<file path="src/rpi_pkg.sv">
package rpi_pkg;

	// Configuration register indexes
	localparam logic [1:0] REG_PROFILE_SELECT = 2'd0;
	localparam logic [1:0] REG_MANUAL_SETPOINT = 2'd1;
	localparam logic [1:0] REG_ROOM_TEMPERATURE = 2'd2;

	// Profile selection codes
	localparam logic [1:0] SEL_MANUAL = 2'd0;
	localparam logic [1:0] SEL_PROF1 = 2'd1;
	localparam logic [1:0] SEL_PROF2 = 2'd2;
	localparam logic [1:0] SEL_NONE = 2'd3;

	// Register reset values
	localparam logic [1:0] RST_PROFILE_SELECT = SEL_MANUAL;
	localparam logic [12:0] RST_MANUAL_SETPOINT = 13'd400;
	localparam logic [12:0] RST_ROOM_TEMPERATURE = 13'd400;

	localparam int PROF_POINTS = 5;
	localparam logic [12:0] TEMP_MAX = 13'd8191;

	// Breakpoint ROM, time in 1/16 s, temperature in 1/16 C
	localparam logic [15:0] PT_TIME [2][PROF_POINTS] = '{
		'{16'd0, 16'd1440, 16'd2640, 16'd3600, 16'd4320},
		'{16'd0, 16'd1440, 16'd2880, 16'd3600, 16'd4320}
	};
	localparam logic [12:0] PT_TEMP [2][PROF_POINTS] = '{
		'{13'd0, 13'd2400, 13'd2800, 13'd3920, 13'd0},
		'{13'd0, 13'd2400, 13'd2880, 13'd3680, 13'd0}
	};
	localparam logic PT_AT_ROOM [2][PROF_POINTS] = '{
		'{1'b1, 1'b0, 1'b0, 1'b0, 1'b1},
		'{1'b1, 1'b0, 1'b0, 1'b0, 1'b1}
	};

	// Per segment: twice the time span, and floor(2^26 / that)
	localparam int RECIP_SHIFT = 26;
	localparam logic [11:0] SEG_D2 [2][PROF_POINTS-1] = '{
		'{12'd2880, 12'd2400, 12'd1920, 12'd1440},
		'{12'd2880, 12'd2880, 12'd1440, 12'd1440}
	};
	localparam logic [15:0] SEG_RECIP [2][PROF_POINTS-1] = '{
		'{16'd23301, 16'd27962, 16'd34952, 16'd46603},
		'{16'd23301, 16'd23301, 16'd46603, 16'd46603}
	};

	// Result of the segment search for one time sample
	typedef struct packed {
		logic bypass;
		logic done;
		logic [12:0] temp;
		logic prof;
		logic [1:0] seg;
		logic [10:0] dt;
		logic [12:0] y0;
		logic [14:0] dy;
	} seg_info_t;

	// Control carried alongside the interpolation arithmetic
	typedef struct packed {
		logic bypass;
		logic done;
		logic [12:0] temp;
		logic prof;
		logic [1:0] seg;
		logic [12:0] y0;
	} ctl_t;

	function automatic logic [12:0] pt_temp(input logic prof, input logic [2:0] idx,
			input logic [12:0] room);
		return PT_AT_ROOM[prof][idx] ? room : PT_TEMP[prof][idx];
	endfunction

endpackage

</file>
<file path="src/reflow_profile_interpolator.sv">
// Channel   Dir  Handshake           Payload
// s_*       in   s_tvalid/s_tready   s_tdata[15:0] elapsed_time
// m_*       out  m_tvalid/m_tready   m_tdata[12:0] setpoint_temp, m_tuser profile_done
// cfg_*     in   cfg_we              cfg_index register, cfg_data value
//
// Six register stages: segment search, delta multiply, offset add, reciprocal
// multiply, remainder multiply, correct and clamp. One transaction per cycle
// is accepted unless m_tready stalls; the multipliers set the stage depth.
// arst_n clears the stage valid bits and loads the register reset values.
// A stall on m_tready backs up stage by stage; s_tready drops only when every
// stage holds a transaction.
module reflow_profile_interpolator #(
	parameter int MAX_BREAKPOINTS = 8
) (
	input  logic        clk,
	input  logic        arst_n,
	input  logic        s_tvalid,
	output logic        s_tready,
	input  logic [15:0] s_tdata,   // [15:0] elapsed_time
	output logic        m_tvalid,
	input  logic        m_tready,
	output logic [15:0] m_tdata,   // [12:0] setpoint_temp, [15:13] zero
	output logic        m_tuser,   // [0] profile_done
	input  logic        cfg_we,
	input  logic [1:0]  cfg_index,
	input  logic [12:0] cfg_data
);
	import rpi_pkg::*;

	localparam int NPTS = (MAX_BREAKPOINTS < PROF_POINTS) ? MAX_BREAKPOINTS : PROF_POINTS;

	logic [1:0]  profile_select_q;
	logic [12:0] manual_setpoint_q;
	logic [12:0] room_temperature_q;

	seg_info_t   info_c;
	seg_info_t   info_s1;
	logic        vld_s1, vld_s2, vld_s3, vld_s4, vld_s5, vld_s6;
	logic        en_s1, en_s2, en_s3, en_s4, en_s5, en_s6;

	ctl_t        ctl_s2, ctl_s3, ctl_s4, ctl_s5;
	logic [24:0] num_s2;
	logic [25:0] m_s3, m_s4, m_s5;
	logic [13:0] qhat_s4, qhat_s5;
	logic [25:0] qd_s5;
	logic [12:0] temp_s6;
	logic        done_s6;

	logic signed [26:0] num_c;
	logic [11:0] d2_s2;
	logic [26:0] m_c;
	logic [41:0] prod_c;
	logic [25:0] qd_c;
	logic [11:0] d2_s5;
	logic [25:0] rem_c;
	logic [13:0] q_c;
	logic [15:0] res_c;
	logic [12:0] temp_c;

	// Write configuration registers
	always_ff @(posedge clk or negedge arst_n) begin
		if (!arst_n) begin
			profile_select_q <= RST_PROFILE_SELECT;
			manual_setpoint_q <= RST_MANUAL_SETPOINT;
			room_temperature_q <= RST_ROOM_TEMPERATURE;
		end else if (cfg_we) begin
			unique case (cfg_index)
				REG_PROFILE_SELECT: profile_select_q <= cfg_data[1:0];
				REG_MANUAL_SETPOINT: manual_setpoint_q <= cfg_data;
				REG_ROOM_TEMPERATURE: room_temperature_q <= cfg_data;
				default: ;
			endcase
		end
	end

	// Advance a stage when it is empty or the next one advances
	assign en_s6 = !vld_s6 || m_tready;
	assign en_s5 = !vld_s5 || en_s6;
	assign en_s4 = !vld_s4 || en_s5;
	assign en_s3 = !vld_s3 || en_s4;
	assign en_s2 = !vld_s2 || en_s3;
	assign en_s1 = !vld_s1 || en_s2;
	assign s_tready = en_s1;

	always_ff @(posedge clk or negedge arst_n) begin
		if (!arst_n) begin
			vld_s1 <= 1'b0;
			vld_s2 <= 1'b0;
			vld_s3 <= 1'b0;
			vld_s4 <= 1'b0;
			vld_s5 <= 1'b0;
			vld_s6 <= 1'b0;
		end else begin
			if (en_s1) vld_s1 <= s_tvalid;
			if (en_s2) vld_s2 <= vld_s1;
			if (en_s3) vld_s3 <= vld_s2;
			if (en_s4) vld_s4 <= vld_s3;
			if (en_s5) vld_s5 <= vld_s4;
			if (en_s6) vld_s6 <= vld_s5;
		end
	end

	// Stage 1: segment search
	rpi_seg_find #(
		.NPTS(NPTS)
	) u_seg_find (
		.elapsed_time    (s_tdata),
		.profile_select  (profile_select_q),
		.manual_setpoint (manual_setpoint_q),
		.room_temperature(room_temperature_q),
		.info            (info_c)
	);

	always_ff @(posedge clk) begin
		if (en_s1) info_s1 <= info_c;
	end

	// Stage 2: temperature delta times time offset
	assign num_c = $signed(info_s1.dy) * $signed({1'b0, info_s1.dt});

	always_ff @(posedge clk) begin
		if (en_s2) begin
			num_s2 <= num_c[24:0];
			ctl_s2.bypass <= info_s1.bypass;
			ctl_s2.done <= info_s1.done;
			ctl_s2.temp <= info_s1.temp;
			ctl_s2.prof <= info_s1.prof;
			ctl_s2.seg <= info_s1.seg;
			ctl_s2.y0 <= info_s1.y0;
		end
	end

	// Stage 3: rounding term plus offset that keeps the dividend positive
	assign d2_s2 = SEG_D2[ctl_s2.prof][ctl_s2.seg];
	assign m_c = {num_s2[24], num_s2, 1'b0} + {16'd0, d2_s2[11:1]} + {2'b00, d2_s2, 13'd0};

	always_ff @(posedge clk) begin
		if (en_s3) begin
			m_s3 <= m_c[25:0];
			ctl_s3 <= ctl_s2;
		end
	end

	// Stage 4: quotient estimate by reciprocal
	assign prod_c = m_s3 * SEG_RECIP[ctl_s3.prof][ctl_s3.seg];

	always_ff @(posedge clk) begin
		if (en_s4) begin
			qhat_s4 <= prod_c[RECIP_SHIFT+13:RECIP_SHIFT];
			m_s4 <= m_s3;
			ctl_s4 <= ctl_s3;
		end
	end

	// Stage 5: estimate times divisor
	assign qd_c = qhat_s4 * SEG_D2[ctl_s4.prof][ctl_s4.seg];

	always_ff @(posedge clk) begin
		if (en_s5) begin
			qd_s5 <= qd_c;
			qhat_s5 <= qhat_s4;
			m_s5 <= m_s4;
			ctl_s5 <= ctl_s4;
		end
	end

	// Stage 6: correct the estimate by one, remove offset, clamp
	assign d2_s5 = SEG_D2[ctl_s5.prof][ctl_s5.seg];
	assign rem_c = m_s5 - qd_s5;
	assign q_c = qhat_s5 + {13'd0, (rem_c >= {14'd0, d2_s5})};
	assign res_c = {3'b000, ctl_s5.y0} + {2'b00, q_c} - 16'd8192;

	always_comb begin
		if (res_c[15]) begin
			temp_c = 13'd0;
		end else if (res_c > {3'b000, TEMP_MAX}) begin
			temp_c = TEMP_MAX;
		end else begin
			temp_c = res_c[12:0];
		end
	end

	always_ff @(posedge clk) begin
		if (en_s6) begin
			temp_s6 <= ctl_s5.bypass ? ctl_s5.temp : temp_c;
			done_s6 <= ctl_s5.done;
		end
	end

	assign m_tvalid = vld_s6;
	assign m_tdata = {3'b000, temp_s6};
	assign m_tuser = done_s6;

endmodule

</file>
<file path="src/rpi_seg_find.sv">
module rpi_seg_find #(
	parameter int NPTS = 5
) (
	input  logic [15:0]           elapsed_time,
	input  logic [1:0]            profile_select,
	input  logic [12:0]           manual_setpoint,
	input  logic [12:0]           room_temperature,
	output rpi_pkg::seg_info_t    info
);
	import rpi_pkg::*;

	localparam logic [2:0] LAST_IDX = 3'(NPTS - 1);

	logic        prof;
	logic [2:0]  hit_idx;
	logic [2:0]  lo_idx;
	logic        found;
	logic [15:0] dt_full;
	logic [12:0] y0;
	logic [12:0] y1;

	assign prof = (profile_select == SEL_PROF2);

	// Find the first breakpoint later than the sample time
	always_comb begin
		hit_idx = 3'd0;
		for (int i = NPTS - 1; i >= 1; i--) begin
			if (elapsed_time < PT_TIME[prof][i]) begin
				hit_idx = 3'(i);
			end
		end
	end

	assign found = (hit_idx != 3'd0);
	assign lo_idx = found ? hit_idx - 3'd1 : 3'd0;
	assign dt_full = elapsed_time - PT_TIME[prof][lo_idx];
	assign y0 = pt_temp(prof, lo_idx, room_temperature);
	assign y1 = pt_temp(prof, hit_idx, room_temperature);

	// Decode the selection into bypass or interpolation
	always_comb begin
		info.bypass = 1'b1;
		info.done = 1'b1;
		info.temp = room_temperature;
		info.prof = prof;
		info.seg = lo_idx[1:0];
		info.dt = dt_full[10:0];
		info.y0 = y0;
		info.dy = {2'b00, y1} - {2'b00, y0};
		unique case (profile_select) inside
			SEL_MANUAL: begin
				info.done = 1'b0;
				info.temp = manual_setpoint;
			end
			SEL_PROF1, SEL_PROF2: begin
				if (found) begin
					info.bypass = 1'b0;
					info.done = 1'b0;
				end else begin
					info.temp = pt_temp(prof, LAST_IDX, room_temperature);
				end
			end
			SEL_NONE: begin
				info.temp = room_temperature;
			end
			default: begin
				info.temp = room_temperature;
			end
		endcase
	end

endmodule

</file>
<file path="config.mk">
export PLATFORM = sky130hd
export DESIGN_NAME = reflow_profile_interpolator
export DESIGN_NICKNAME = d
export VERILOG_FILES = /design/src/rpi_pkg.sv /design/src/reflow_profile_interpolator.sv /design/src/rpi_seg_find.sv
export SDC_FILE = /design/constraint.sdc
export NUM_CORES = 2
export LEC_CHECK = 0
export BUFFER_PORTS_ARGS = -buffer_cell sky130_fd_sc_hd__buf_2
export CORE_MARGIN = 1.5
export CORE_UTILIZATION = 25
export CTS_CLUSTER_SIZE = 28
export DETAILED_ROUTE_END_ITERATION = 12
export GPL_TIMING_DRIVEN = 0
export PLACE_DENSITY_LB_ADDON = 0.25
export RECOVER_POWER = 50
export SKIP_CTS_REPAIR_TIMING = 1
export SYNTH_ARGS = -nofsm -noshare
export SYNTH_HDL_FRONTEND = slang
export SYNTH_SLANG_ARGS = --single-unit
</file>
<file path="constraint.sdc">
create_clock -name clk -period 8.95 [get_ports clk]
set_clock_uncertainty 0.15 [all_clocks]
set_input_delay 1.3425 -clock clk [delete_from_list [all_inputs] [get_ports clk]]
set_output_delay 1.3425 -clock clk [all_outputs]
set_load 0.01 [all_outputs]
</file>
==> flow_metrics.py <==
metrics = {
    "status": {
        "outcome": "finished with violations",
        "violations": "capacitance limit, slew limit",
    },
    "sta": {
        "drv_slew": 102,
        "tightestPinTransition_ns": 3.62,
        "tns_ns": 0,
        "fmax_mhz": 116,
        "fin_crit_sh": 0.960,
        "grt_setup_unrepaired": "false",
        "hold_viol_final": 0,
        "slew_headroom": -1.41,
        "period_needed_ns": 8.59,
        "whs_ns": 0.260,
        "setup_viol": 0,
    },
    "die": {
        "dieWidth_um": 377,
        "initial_core_util": 0.252,
        "ios": 55,
        "coreArea_mm2": 0.139,
        "dieArea_mm2": 0.142,
        "die_h_um": 377,
        "fp-row-count": 137,
    },
    "place": {
        "portBuffers": 50,
        "place.gp.congestion": 0.862,
        "dp_cells": 5124,
        "hpwl_mm": 67.9,
    },
    "synth": {
        "ys_seq_area_frac": 0.318,
        "yosys_most_used_dff": "edfxtp_1",
        "netlist_area_mm2": 0.0351,
        "ys_warn_count": 0,
        "syn-instance-count": 3189,
        "async_flop_share": 0.0902,
        "synth-seq-cells": 377,
        "synth.distinct_cells": 77,
        "synth-edff-count": 343,
        "syn_area_per_cell_um2": 11.0,
    },
    "cells_and_area": {
        "stdcell_count": 5207,
        "mostFrequentLayoutCells": "inv_1, fa_1, ha_1",
        "antennaDiodeCount": 0,
        "areaGrowthSynthToFinish_pct": 12.1,
        "post-route-util": 0.282,
        "final_common_cell": "inv_1",
        "drive_above_1_share": 0.0591,
        "fillCellCount": 14600,
        "nets": 4149,
    },
    "route": {
        "drc": 0,
        "via_per_inst": 4.14,
        "final_antenna_net_count": 0,
        "dr.pass1.iters": 5,
        "detail_route.iter0.violations": 1052,
        "drt_wl_total_mm": 81.1,
        "vias": 21500,
        "wl_per_cell_um": 15.6,
    },
    "clock_tree": {
        "clk-insertion-delay-late_ns": 0.58,
        "clockRootBuffer": "clkbuf_16",
        "clock-sinks": 377,
        "htree_levels": 2,
        "cts_max_path_buffers": 3,
        "cts_buffers": 44,
        "cts_tree": "done",
        "clk_pin_slew_ns": 0.06,
    },
    "grt": {
        "grt_first_pass_wirelength_mm": 130,
        "antenna_found_initial": 0,
        "grt_max_degree": 67,
        "grt.overflow.total": 0,
        "grt_pass1_vias": 23000,
        "grt_usage": 0.117,
    },
    "job": {
        "cap_violations": 2,
    },
    "critical_path": {
        "crit_required_ns": 9.10,
        "crit_type": "reg2reg",
        "cp-start-kind": "register",
        "crit_path_max_fanout": 10,
        "arrival_ns": 8.74,
        "crit_path_end_kind": "register",
    },
    "hold_path": {
        "hold_path.class": "reg2reg",
    },
}
## final timing paths
| path | end | cells after the start | slack, ns | startpoint |
|---|---|---|---|---|
| max in group asynchronous | m_tvalid$_DFFE_PN0P_ | 1 | 6.35 | arst_n |
| min in group asynchronous | manual_setpoint_q[10]$_DFFE_PN0P_ | 1 | 1.16 | arst_n |
| hold reg to reg | ctl_s3[28]$_DFFE_PP_ | 0 | 0.26 | ctl_s2[28]$_DFFE_PP_ |
| setup / recovery | qhat_s4[5]$_DFFE_PP_ | 24 | 0.36 | ctl_s3[14]$_DFFE_PP_ |
| setup reg to reg | qhat_s4[5]$_DFFE_PP_ | 24 | 0.36 | ctl_s3[14]$_DFFE_PP_ |
| hold / removal | ctl_s3[28]$_DFFE_PP_ | 0 | 0.26 | ctl_s2[28]$_DFFE_PP_ |
## critical path, stage by stage, from the launching register on
cell	delay, ns
edfxtp_1	0.49
buf_2	0.26
mux2i_1	0.37
clkbuf_1	0.72
nor2b_1	0.25
fa_1	0.54
inv_1	0.07
fa_1	0.53
inv_1	0.05
fa_1	0.47
fa_1	0.54
inv_1	0.05
fa_1	0.44
fa_1	0.54
inv_1	0.07
ha_1	0.29
a211oi_1	0.56
nand2_1	0.10
a31oi_1	0.32
a21boi_2	0.42
o31ai_4	0.16
a211oi_1	0.46
o21bai_2	0.17
a21oi_1	0.20
xnor2_1	0.08
## per-stage QoR
stage / setup slack (ns) / instance area (µm²)
3_5_place_dp: -0.184 / 37800
2_1_floorplan: 2.16 / 35100
6_report: 0.362 / 39300
5_1_grt: 0.0252 / 39300
4_1_cts: -0.236 / 39300
3_3_place_gp: -0.690 / 37700
## layer usage
metal  vias up  share of wire  GRT usage
li1      10400              -          -
met1     10700           0.48      0.163
met2       326           0.46      0.191
met3        98          0.038     0.0144
met4         0          0.025     0.0312
met5         -              0          0
## synth_stat cells, types with 31 or more instances
| library cell | n | share of area |
|---|---|---|
| clkbuf_1 | 73 | 0.0078 |
| inv_1 | 673 | 0.072 |
| a21o_1 | 31 | 0.0066 |
| nand2_1 | 284 | 0.030 |
| xnor2_1 | 83 | 0.021 |
| o21ai_0 | 48 | 0.0069 |
| edfxtp_1 | 343 | 0.29 |
| nor2b_1 | 38 | 0.0068 |
| a21oi_1 | 72 | 0.010 |
| mux2_2 | 38 | 0.012 |
| and2_1 | 162 | 0.029 |
| fa_1 | 461 | 0.26 |
| ha_1 | 356 | 0.13 |
| nand2b_1 | 53 | 0.0095 |
| xor2_1 | 36 | 0.0090 |
| nor2_1 | 120 | 0.013 |
| nand3_1 | 35 | 0.0050 |
## kinds of logic (layout without fill, tap and decap cells)
| group | Yosys count | in the layout | synth area share |
|---|---|---|---|
| buffers and inverters | 756 | 894 | 0.0813 |
| adders and majority gates | 817 | 817 | 0.390 |
| AOI/OAI and AO/OA | 293 | 293 | 0.0572 |
| DFF | 377 | 377 | 0.318 |
| other | 1 | 5 | 0.000107 |
| and+or+nand+nor | 784 | 784 | 0.110 |
| muxes | 42 | 42 | 0.0133 |
| xor gates and xnor gates | 119 | 119 | 0.0297 |
## flip-flops by register name (all words and copies together) (netlist names), 21 cells and up
| signal | flops |
|---|---|
| info_s1 | 56 |
| ctl_s3 | 31 |
| m_s5 | 25 |
| m_s3 | 25 |
| m_s4 | 25 |
| ctl_s5 | 31 |
| ctl_s4 | 31 |
| ctl_s2 | 31 |
| qd_s5 | 21 |
| num_s2 | 25 |
## cell type report
class / count / area [µm²] / area share
multi-input cells: 2060 / 21100 / 0.536
flip-flops and latches: 377 / 11200 / 0.284
inverters: 674 / 2530 / 0.0644
well taps: 1876 / 2350 / 0.0597
clock buffers: 52 / 1140 / 0.0290
clock inverters: 29 / 363 / 0.00923
repair buffers: 57 / 357 / 0.00907
plain buffers: 82 / 325 / 0.00828
Power is left out: the tool's default activity adds up to more than one toggle a clock period on the data nets, which glitch-free logic cannot reach.
